===== src/rtl/sesc_pkg.sv =====
// Types and constants shared by the substring end search modules.
package sesc_pkg;

    localparam int BYTE_W        = 8;
    localparam int POS_W         = 8;
    localparam int LEN_W         = 5;
    localparam int CFG_W         = 64;
    localparam int CFG_INDEX_W   = 2;
    localparam int PATTERN_BYTES = 16;
    localparam int PAT_SEL_W     = $clog2(PATTERN_BYTES);
    localparam int QUEUE_DEPTH   = 2;
    localparam int QUEUE_PTR_W   = 1;
    localparam int QUEUE_CNT_W   = 2;

    // Configuration register indexes.
    typedef enum logic [CFG_INDEX_W-1:0] {
        CFG_PATTERN_LOW    = 2'd0,
        CFG_PATTERN_HIGH   = 2'd1,
        CFG_PATTERN_LENGTH = 2'd2
    } cfg_reg_t;

    // One classified item passed from the front part to the back part.
    typedef struct packed {
        logic             last;
        logic             hit;
        logic [POS_W-1:0] pos;
    } qentry_t;

endpackage


===== src/rtl/substring_end_search_core.sv =====
// Top level of the streaming substring end search.
//
//  Channel  Direction  Handshake             Payload
//  input    in         in_valid / in_stall   text_byte, last
//  output   out        out_valid / out_stall found, end_position
//  config   in         cfg_write             cfg_index, cfg_data
//
// One text byte is taken per cycle unless the queue is full. The front part
// compares the whole window combinationally and pushes a classified item into a
// two-entry queue; the back part drains one item per cycle and registers each result.
// An asynchronous active-low reset clears the pattern, window, counters and queue.
// A stalled result stays in the output register while input items keep flowing until
// the queue fills; only the last item of a text waits on a free output register.
//
// The block streams bytes into a window of the latest PATTERN_MAX bytes. Each byte is
// tagged as a hit when the newest pattern_length window bytes equal the pattern, with
// its 1-based position in the text. Bytes beyond TEXT_MAX are neither shifted in nor
// counted. The back part keeps the first hit of the text and, on the item marked last,
// reports it and clears itself; the front part clears its window at the same point.
module substring_end_search_core
#(
    parameter int PATTERN_MAX = 16,
    parameter int TEXT_MAX    = 255
)
(
    input  logic                              clk,
    input  logic                              rst_n,
    input  logic                              cfg_write,
    input  logic [sesc_pkg::CFG_INDEX_W-1:0]  cfg_index,
    input  logic [sesc_pkg::CFG_W-1:0]        cfg_data,
    input  logic                              in_valid,
    output logic                              in_stall,
    input  logic [sesc_pkg::BYTE_W-1:0]       text_byte,
    input  logic                              last,
    output logic                              out_valid,
    input  logic                              out_stall,
    output logic                              found,
    output logic [sesc_pkg::POS_W-1:0]        end_position
);

    // Classified items travelling from the front part to the back part.
    logic              push;
    logic              q_full;
    logic              pop;
    logic              head_valid;
    sesc_pkg::qentry_t push_entry;
    sesc_pkg::qentry_t head_entry;

    sesc_front
    #(
        .PATTERN_MAX (PATTERN_MAX),
        .TEXT_MAX    (TEXT_MAX)
    )
    u_front
    (
        .clk        (clk),
        .rst_n      (rst_n),
        .cfg_write  (cfg_write),
        .cfg_index  (cfg_index),
        .cfg_data   (cfg_data),
        .in_valid   (in_valid),
        .in_stall   (in_stall),
        .text_byte  (text_byte),
        .last       (last),
        .q_full     (q_full),
        .push       (push),
        .push_entry (push_entry)
    );

    // The queue lets the front part keep taking bytes while a result waits.
    sesc_queue u_queue
    (
        .clk        (clk),
        .rst_n      (rst_n),
        .push       (push),
        .push_entry (push_entry),
        .full       (q_full),
        .pop        (pop),
        .head_valid (head_valid),
        .head_entry (head_entry)
    );

    sesc_back u_back
    (
        .clk          (clk),
        .rst_n        (rst_n),
        .head_valid   (head_valid),
        .head_entry   (head_entry),
        .pop          (pop),
        .out_valid    (out_valid),
        .out_stall    (out_stall),
        .found        (found),
        .end_position (end_position)
    );

endmodule


===== src/rtl/sesc_queue.sv =====
// Two-entry queue of classified items between the front and back parts.
module sesc_queue
(
    input  logic              clk,
    input  logic              rst_n,
    input  logic              push,
    input  sesc_pkg::qentry_t push_entry,
    output logic              full,
    input  logic              pop,
    output logic              head_valid,
    output sesc_pkg::qentry_t head_entry
);

    sesc_pkg::qentry_t slot_reg [sesc_pkg::QUEUE_DEPTH];

    logic [sesc_pkg::QUEUE_PTR_W-1:0] wr_ptr_reg;
    logic [sesc_pkg::QUEUE_PTR_W-1:0] wr_ptr_next;
    logic [sesc_pkg::QUEUE_PTR_W-1:0] rd_ptr_reg;
    logic [sesc_pkg::QUEUE_PTR_W-1:0] rd_ptr_next;
    logic [sesc_pkg::QUEUE_CNT_W-1:0] count_reg;
    logic [sesc_pkg::QUEUE_CNT_W-1:0] count_next;

    assign full       = (count_reg == sesc_pkg::QUEUE_CNT_W'(sesc_pkg::QUEUE_DEPTH));
    assign head_valid = (count_reg != '0);
    assign head_entry = slot_reg[rd_ptr_reg];

    always_comb
    begin
        wr_ptr_next = push ? wr_ptr_reg + 1'b1 : wr_ptr_reg;
        rd_ptr_next = pop ? rd_ptr_reg + 1'b1 : rd_ptr_reg;
        count_next  = count_reg;
        if (push && !pop)
        begin
            count_next = count_reg + 1'b1;
        end
        else if (pop && !push)
        begin
            count_next = count_reg - 1'b1;
        end
    end

    always_ff @(posedge clk or negedge rst_n)
    begin
        if (!rst_n)
        begin
            wr_ptr_reg <= '0;
            rd_ptr_reg <= '0;
            count_reg  <= '0;
        end
        else
        begin
            wr_ptr_reg <= wr_ptr_next;
            rd_ptr_reg <= rd_ptr_next;
            count_reg  <= count_next;
        end
    end

    always_ff @(posedge clk)
    begin
        if (push)
        begin
            slot_reg[wr_ptr_reg] <= push_entry;
        end
    end

endmodule


===== src/rtl/sesc_front.sv =====
// Front part: pattern registers, byte window and per-byte match classification.
module sesc_front
#(
    parameter int PATTERN_MAX = 16,
    parameter int TEXT_MAX    = 255
)
(
    input  logic                              clk,
    input  logic                              rst_n,
    input  logic                              cfg_write,
    input  logic [sesc_pkg::CFG_INDEX_W-1:0]  cfg_index,
    input  logic [sesc_pkg::CFG_W-1:0]        cfg_data,
    input  logic                              in_valid,
    output logic                              in_stall,
    input  logic [sesc_pkg::BYTE_W-1:0]       text_byte,
    input  logic                              last,
    input  logic                              q_full,
    output logic                              push,
    output sesc_pkg::qentry_t                 push_entry
);

    logic [sesc_pkg::CFG_W-1:0] pat_low_reg;
    logic [sesc_pkg::CFG_W-1:0] pat_low_next;
    logic [sesc_pkg::CFG_W-1:0] pat_high_reg;
    logic [sesc_pkg::CFG_W-1:0] pat_high_next;
    logic [sesc_pkg::LEN_W-1:0] pat_len_reg;
    logic [sesc_pkg::LEN_W-1:0] pat_len_next;

    logic [sesc_pkg::BYTE_W-1:0] window_reg  [PATTERN_MAX];
    logic [sesc_pkg::BYTE_W-1:0] window_next [PATTERN_MAX];
    logic [sesc_pkg::BYTE_W-1:0] shifted     [PATTERN_MAX];
    logic [sesc_pkg::BYTE_W-1:0] pat_byte    [sesc_pkg::PATTERN_BYTES];
    logic [sesc_pkg::POS_W-1:0]  count_reg;
    logic [sesc_pkg::POS_W-1:0]  count_next;
    logic [sesc_pkg::POS_W-1:0]  count_plus;

    logic [2*sesc_pkg::CFG_W-1:0]   pat_all;
    logic [PATTERN_MAX-1:0]         lane_ok;
    logic [sesc_pkg::LEN_W-1:0]     lane_sel [PATTERN_MAX];
    logic                           accept;
    logic                           room;
    logic                           len_ok;
    logic                           enough;
    logic                           hit;

    // Configuration writes.
    always_comb
    begin
        pat_low_next  = pat_low_reg;
        pat_high_next = pat_high_reg;
        pat_len_next  = pat_len_reg;
        if (cfg_write)
        begin
            unique case (sesc_pkg::cfg_reg_t'(cfg_index))
                sesc_pkg::CFG_PATTERN_LOW:    pat_low_next  = cfg_data;
                sesc_pkg::CFG_PATTERN_HIGH:   pat_high_next = cfg_data;
                sesc_pkg::CFG_PATTERN_LENGTH: pat_len_next  = cfg_data[sesc_pkg::LEN_W-1:0];
                default:                      pat_len_next  = pat_len_reg;
            endcase
        end
    end

    assign accept   = in_valid && !q_full;
    assign in_stall = q_full;
    assign pat_all  = {pat_high_reg, pat_low_reg};

    assign room       = (count_reg < sesc_pkg::POS_W'(TEXT_MAX));
    assign count_plus = count_reg + 1'b1;
    assign len_ok     = (pat_len_reg != '0) && (pat_len_reg <= sesc_pkg::LEN_W'(PATTERN_MAX));
    assign enough     = (sesc_pkg::POS_W'(pat_len_reg) <= count_plus);

    always_comb
    begin
        for (int j = 0; j < sesc_pkg::PATTERN_BYTES; j++)
        begin
            pat_byte[j] = pat_all[j*sesc_pkg::BYTE_W +: sesc_pkg::BYTE_W];
        end
        shifted[0] = text_byte;
        for (int k = 1; k < PATTERN_MAX; k++)
        begin
            shifted[k] = window_reg[k-1];
        end
        // Window entry i (0 newest) lines up with pattern byte len-1-i.
        for (int i = 0; i < PATTERN_MAX; i++)
        begin
            lane_sel[i] = pat_len_reg - sesc_pkg::LEN_W'(i) - sesc_pkg::LEN_W'(1);
            lane_ok[i]  = (sesc_pkg::LEN_W'(i) >= pat_len_reg) ||
                          (shifted[i] == pat_byte[lane_sel[i][sesc_pkg::PAT_SEL_W-1:0]]);
        end
    end

    assign hit = room && len_ok && enough && (&lane_ok);

    always_comb
    begin
        window_next = window_reg;
        count_next  = count_reg;
        if (accept)
        begin
            if (last)
            begin
                for (int k = 0; k < PATTERN_MAX; k++)
                begin
                    window_next[k] = '0;
                end
                count_next = '0;
            end
            else if (room)
            begin
                window_next = shifted;
                count_next  = count_plus;
            end
        end
    end

    assign push            = accept;
    assign push_entry.last = last;
    assign push_entry.hit  = hit;
    assign push_entry.pos  = count_plus;

    always_ff @(posedge clk or negedge rst_n)
    begin
        if (!rst_n)
        begin
            pat_low_reg  <= '0;
            pat_high_reg <= '0;
            pat_len_reg  <= '0;
            count_reg    <= '0;
            for (int k = 0; k < PATTERN_MAX; k++)
            begin
                window_reg[k] <= '0;
            end
        end
        else
        begin
            pat_low_reg  <= pat_low_next;
            pat_high_reg <= pat_high_next;
            pat_len_reg  <= pat_len_next;
            count_reg    <= count_next;
            window_reg   <= window_next;
        end
    end

endmodule


===== src/rtl/sesc_back.sv =====
// Back part: keeps the first match of a text and reports it on the last item.
module sesc_back
(
    input  logic                          clk,
    input  logic                          rst_n,
    input  logic                          head_valid,
    input  sesc_pkg::qentry_t             head_entry,
    output logic                          pop,
    output logic                          out_valid,
    input  logic                          out_stall,
    output logic                          found,
    output logic [sesc_pkg::POS_W-1:0]    end_position
);

    logic                         seen_reg;
    logic                         seen_next;
    logic [sesc_pkg::POS_W-1:0]   pos_reg;
    logic [sesc_pkg::POS_W-1:0]   pos_next;
    logic                         out_valid_reg;
    logic                         out_valid_next;
    logic                         found_reg;
    logic                         found_next;
    logic [sesc_pkg::POS_W-1:0]   end_pos_reg;
    logic [sesc_pkg::POS_W-1:0]   end_pos_next;

    logic                         out_free;
    logic                         eff_seen;
    logic [sesc_pkg::POS_W-1:0]   eff_pos;

    assign out_free = !out_valid_reg || !out_stall;
    assign pop      = head_valid && (!head_entry.last || out_free);

    // Only the first hit of a text counts.
    assign eff_seen = seen_reg || head_entry.hit;
    assign eff_pos  = seen_reg ? pos_reg : head_entry.pos;

    always_comb
    begin
        seen_next      = seen_reg;
        pos_next       = pos_reg;
        out_valid_next = out_free ? 1'b0 : out_valid_reg;
        found_next     = found_reg;
        end_pos_next   = end_pos_reg;
        if (pop)
        begin
            if (head_entry.last)
            begin
                out_valid_next = 1'b1;
                found_next     = eff_seen && (eff_pos != '0);
                end_pos_next   = eff_seen ? eff_pos : '0;
                seen_next      = 1'b0;
                pos_next       = '0;
            end
            else
            begin
                seen_next = eff_seen;
                pos_next  = eff_seen ? eff_pos : '0;
            end
        end
    end

    assign out_valid    = out_valid_reg;
    assign found        = found_reg;
    assign end_position = end_pos_reg;

    always_ff @(posedge clk or negedge rst_n)
    begin
        if (!rst_n)
        begin
            seen_reg      <= 1'b0;
            pos_reg       <= '0;
            out_valid_reg <= 1'b0;
        end
        else
        begin
            seen_reg      <= seen_next;
            pos_reg       <= pos_next;
            out_valid_reg <= out_valid_next;
        end
    end

    always_ff @(posedge clk)
    begin
        found_reg   <= found_next;
        end_pos_reg <= end_pos_next;
    end

endmodule


===== config.mk =====
export PLATFORM = sky130hd
export DESIGN_NAME = substring_end_search_core
export DESIGN_NICKNAME = d
export VERILOG_FILES = /design/src/rtl/sesc_pkg.sv /design/src/rtl/substring_end_search_core.sv /design/src/rtl/sesc_queue.sv /design/src/rtl/sesc_front.sv /design/src/rtl/sesc_back.sv
export SDC_FILE = /design/constraint.sdc
export NUM_CORES = 1
export LEC_CHECK = 0
export ABC_AREA = 1
export BUFFER_PORTS_ARGS = -buffer_cell sky130_fd_sc_hd__buf_2
export CORE_ASPECT_RATIO = 0.9
export CORE_MARGIN = 2
export CORE_UTILIZATION = 45
export CTS_CLUSTER_DIAMETER = 40
export DETAILED_ROUTE_END_ITERATION = 8
export SLEW_MARGIN = 20
export SYNTH_ARGS = -nofsm -noshare
export SYNTH_HDL_FRONTEND = slang
export SYNTH_HIERARCHICAL = 1
export SYNTH_SLANG_ARGS = --single-unit

===== constraint.sdc =====
create_clock -name clk -period 3.5 [get_ports clk]
set_input_delay 0.525 -clock clk [delete_from_list [all_inputs] [get_ports clk]]
set_output_delay 0.525 -clock clk [all_outputs]
set_load 0.01 [all_outputs]

* Yosys cells after proc, flatten, opt, wreduce, memory -nomap -nowiden
Memories as Yosys holds them, arrays and structs flattened.
Cells that the tools add are included.
** Storage, ports and cells
- Input port bits :: 80
- Memories :: 1
- Output and inout bits :: 11
- Bits in writable memories :: 20
- Logic and storage cells :: 242
- Bits in registers :: 284
** Memory list
- u_queue.slot_reg :: words 2, bits a word 10, read ports 1, clocked after memory_dff 0, write ports 1, line sesc_queue.sv:14 : sesc_pkg::qentry_t slot_reg [sesc_pkg::QUEUE_DEPTH];
** Operators by class
- Muxes and demuxes :: 63
- Bitwise gates (word level) :: 16
- Reduce and logical (&&, ||, !) cells :: 46
- $add $sub $neg :: 35
- Order comparisons :: 35
- Equality and inequality tests :: 19
** Operator list (number)
- $bmux W8 S4 :: 16
- $mux W8 :: 37
- $mux W128 :: 2
- $eq A8 B8 Y1 :: 16
- $ge A5 B5 Y1 const B :: 16
- $not A4 Y5 :: 16
- $sub A4 B1 Y4 const B :: 16
- $ge A4 B5 Y1 const A :: 8
- $sub A4 B4 Y4 const B :: 8
- $ge A3 B5 Y1 const A :: 4
- $logic_or A1 B1 Y1 :: 19
- $reduce_and A16 Y1 :: 1
- $sub A4 B3 Y4 const B :: 4
- $ge A1 B5 Y1 const A :: 2
- $ge A2 B5 Y1 const A :: 2
- $reduce_and A2 Y1 :: 5
- $logic_and A1 B1 Y1 :: 9
- $add A8 B1 Y8 const B :: 1
- $le A5 B8 Y1 :: 1
- $lt A8 B8 Y1 const B :: 1
- $reduce_bool A8 Y1 :: 1
- $sub A4 B2 Y4 const B :: 2
- $logic_not A1 Y1 :: 6
- $mux W1 :: 6
- other kinds (10) :: 15

* Logic depth before layout (Yosys ltp)
- Depth after elaboration :: 10
- Mapped depth :: 25
- Mapped depth without buffers :: 20

* Cells and area by module
The synthesis kept the hierarchy.
** Modules (own cells, without submodules)
- sesc_front :: area each 18963.2 sq um, sequential area each 6531.3 sq um, cells an instance 2922, times used 1
- sesc_queue :: area each 964.7 sq um, sequential area each 700.7 sq um, cells an instance 56, times used 1
- sesc_back :: area each 869.6 sq um, sequential area each 520.5 sq um, cells an instance 97, times used 1

* Least setup slack after synthesis
OpenSTA, ideal clock, no wires.
- Kind :: reg2reg
- From :: register u_front/pat_len_reg[1] in the netlist's numbering
- To :: memory u_queue/slot_reg[0][8] in the netlist's numbering (data pin)
- Arrival :: 2.916 ns
- Path buffers :: 6
- Cell stages (with the launch flop) :: 23
- Setup time :: 0.127 ns
- Slack :: 0.457 ns
- Cells stage by stage :: dfrtp_1 clkbuf_1 inv_1 buf_2 buf_2 ha_1 inv_1 buf_2 buf_1 nand3_1 nand3_1 nand3_1 nand2_1 xor2_1 nand2_1 nor2_1 nand2_1 nand2_1 nand2_1 nor2_1 nand2_1 nor2_1 buf_4
** On the way
- Word-level cells in the longest chain between the ends :: 10
** RTL lines
- start, declared :: line sesc_front.sv:26 : logic [sesc_pkg::LEN_W-1:0] pat_len_reg;
- start signal, assigned :: line sesc_front.sv:138 : pat_len_reg <= pat_len_next;
- $sub A4 B1 Y4 (tied with other cells) :: line sesc_front.sv:86 : lane_sel[i] = pat_len_reg - sesc_pkg::LEN_W'(i) - sesc_pkg::LEN_W'(1);
- $sub A4 B1 Y4 :: line sesc_front.sv:86
- $not A4 Y5 (implied by the code) :: line sesc_front.sv:88 : (shifted[i] == pat_byte[lane_sel[i][sesc_pkg::PAT_SEL_W-1:0]]);
- $bmux W8 S4 :: line sesc_front.sv:88
- $mux W8 (implied by the code) (2 in a row) :: line sesc_front.sv:88
- $eq A8 B8 Y1 :: line sesc_front.sv:88
- $logic_or A1 B1 Y1 :: line sesc_front.sv:87 : lane_ok[i] = (sesc_pkg::LEN_W'(i) >= pat_len_reg) ||
- $reduce_and A16 Y1 :: line sesc_front.sv:92 : assign hit = room && len_ok && enough && (&lane_ok);
- $logic_and A1 B1 Y1 * :: line sesc_front.sv:92
- via u_front.hit :: line sesc_front.sv:44 : logic hit;
- end, declared :: line sesc_queue.sv:14
The timed path passes the listed nets; every way through them passes the cells marked *. The select of a mux whose other input is x is not followed.

==> impl_metrics.yaml <==
placement:
  place_area_mm2: 0.02249
  place_hpwl_um: 79180
  place_ws_ps: 151.6
  place_congestion: 1.103
  io_buffers: 90
  placed_cells: 3721
synth:
  ys_types: 42
  yosys_warnings: 6
  syn_area_mm2: 0.02080
  yosys_most_used_dff: "dfrtp_1"
  syn-instance-count: 3075
  synth_seq_cells: 304
  synth_edf_count: 29
  syn_area_per_cell_um2: 6.763
  yosysSeqAreaShare: 0.3728
  synthArstFlopShare: 0.9046
  synth_nets: 3175
drt:
  via_count: 23920
  drc: 1
  dr.pass1.iters: 9
  first_iter_violations: 3322
  viasPerCell: 6.254
  wirelength_um: 103000
  wl_per_cell_um: 26.93
  drtAntennaViolNets: 0
pwr:
  p_clk_frac: 0.260
  power.switching_mw: 9.751
  peakVddDrop_mv: 0.4047
  power_frac_comb: 0.503
  p_sw_frac: 0.4859
  p_leak_nw: 12.01
  cellPowerDensity_mw_per_mm2: 825.4
  p_seq_frac: 0.236
  p_total_mw: 20.07
  power.internal_mw: 10.32
timing:
  setup_slack_ps: 63.97
  fmax_ghz: 0.2910
  fin_crit_ps: 3436
  fin_setup_tns_ps: 0
  holdWs_ps: 109.4
  finalHoldViolations: 0
  tightest_slew_ps: 978.2
  worst_clock_skew_ps: 34.59
  max-slew-margin-rel: 0.3454
  fin_crit_sh: 0.9817
  rsz0062_at_grt: "no"
  final-max-slew-violation-count: 0
  setup_violations: 0
setup_path:
  r2r_setup_slack_ps: 60
  worstReg2RegEnd: "u_queue/slot_reg[1][8]"
  startpoint_type: "flop"
  r2r_start: "u_front/pat_len_reg[1]"
  reg2regPathDepth: 19
  cp-end-kind: "flop"
  path_class: "flop to flop"
  worstPathRequired_ps: 3960
  cp_max_fo: 35
  arrival_ps: 3900
global_routing:
  grt_pass1_wl_um: 150100
  grt_pass1_vias: 22760
  track_usage: 0.4291
  antenna_found_initial: 6
  grt_overflow: 0
  grt_max_degree: 122
worst_hold_path:
  hold_class: "primary input to flop"
  worstHoldEndpoint: "u_queue/slot_reg[1][9]"
  hold_path.startpoint: "last"
  holdPathStages: 1
clocking:
  clk_latency_ps: 630
  clkTransAtPathRegs_ps: 60
  htreeDepth: 2
  cts_tree: "done"
  cts_setup_buffers: 0
  cts_buffers: 54
  clockBufferDepth: 3
  cts_root_buf: "clkbuf_16"
  cts.sinks: 304
outcome:
  violations: "design-rule violations"
  outcome: "finished with violations"
final_layout:
  multiInputGateArea_mm2: 0.01127
  largest_register_ffs: 120
  area_growth_pct: 16.91
  final_common_cell: "nand3_1"
  finalNetCount: 3270
  final_design_area_no_fill_mm2: 0.02431
  drive_above_1_share: 0.1113
  final_cell_mix: "nand3_1 (936), nand2_1 (899), dfrtp_1 (273), inv_1 (247), o21ai_0 (181)"
  fillerInstances: 4494
  seqCellArea_mm2: 0.007757
  final_util: 0.5348
  final_cells: 3825
die:
  start_util: 0.4575
  die_w_um: 230.6
  die_area_mm2: 0.04796
  rows: 74
  coreArea_mm2: 0.04546
  io_pins: 91
  die_y_um: 208.0
job:
  max_cap_viol_count: 0
==> final cells by class <==
type | count | share of cell area
inverter | 260 | 0.04071
tap | 608 | 0.03129
multi-input combinational | 2338 | 0.4637
clock inverter | 42 | 0.01636
clock buffer | 60 | 0.05733
antenna | 1 | 0.0001029
timing repair buffer | 212 | 0.07143
sequential | 304 | 0.3191
==> worst max-delay path by stage <==
stage,from,to,cells after the start
global placement,u_front/pat_len_reg[1],u_queue/slot_reg[0][8],19
detailed placement,u_front/pat_len_reg[1],u_queue/slot_reg[1][8],19
global route,u_front/pat_len_reg[1],u_queue/slot_reg[0][8],19
finish,u_front/pat_len_reg[1],u_queue/slot_reg[1][8],19
CTS,u_front/pat_len_reg[1],u_queue/slot_reg[1][8],19
floorplan,u_front/pat_len_reg[1],u_queue/slot_reg[0][8],22
==> synth_stat cells, drive strengths merged, types with 2 or more instances <==
master / number / area [um^2]
nand3: 940 / 4717
nand2: 911 / 3457
dfrtp: 275 / 6882
inv: 259 / 977.2
o21ai: 190 / 950.9
o22ai: 120 / 750.7
buf: 101 / 561.8
clkbuf: 72 / 270.3
nor2: 70 / 275.3
xor2: 35 / 407.9
edfxtp: 29 / 870.8
ha: 20 / 250.2
nand4: 18 / 112.6
mux2: 10 / 146.4
a21oi: 8 / 40.04
a221oi: 2 / 17.52
a31oi: 2 / 12.51
nor3: 2 / 10.01
o31ai: 2 / 15.01
==> kinds of logic (layout without fill, tap and decap cells) <==
group	after synthesis	after routing	share of synthesized area
compound gates	330	330	0.08838
xor+xnor	36	36	0.02003
fa+ha+maj	20	20	0.01203
buf+inv	433	574	0.08717
flops	304	304	0.3728
mux	10	10	0.007039
other cells	0	1	0
simple gates	1942	1942	0.4126
==> power groups by stage <==
stage                     Sequential (mW)  Clock, mW  Combinational (mW)
after floorplan                      4.51          0                5.90
after global placement               4.75          0                9.60
after detailed placement             4.77          0                9.65
after CTS                            4.72       5.28                9.69
after global routing                 4.77       5.42                10.8
final                                4.74       5.23                10.1
==> timing repair <==
action,in CTS,in global routing
setup endpoints to repair,0,2
endpoints found under the hold margin,66,0
resized for setup,0,5
hold buffers,1,0
==> per-layer routing <==
metal  up-vias  wire (um)  global-route usage
met2      1631      44840              0.6679
met5         -         26            0.003024
met1     11240      38080              0.5282
li1      10600          -                   -
met4         4       9585              0.3106
met3       456      10490             0.09005
==> worst max-delay path, stage by stage (launching register included) <==
cell and delay, ps:
dfrtp_2 430, inv_2 80, buf_4 160, buf_4 130, buf_6 290, buf_4 320
nand3_1 190, nand3_1 150, nand3_1 120, nand2_1 90, nand2_1 50, nand2_1 130
nand3_1 100, nor2_1 350, nand2_1 90, nand2_1 90, nand2_1 70, nor2_1 150
nand3_1 100, nor2_1 170
Power figures use the tool's default switching activity.
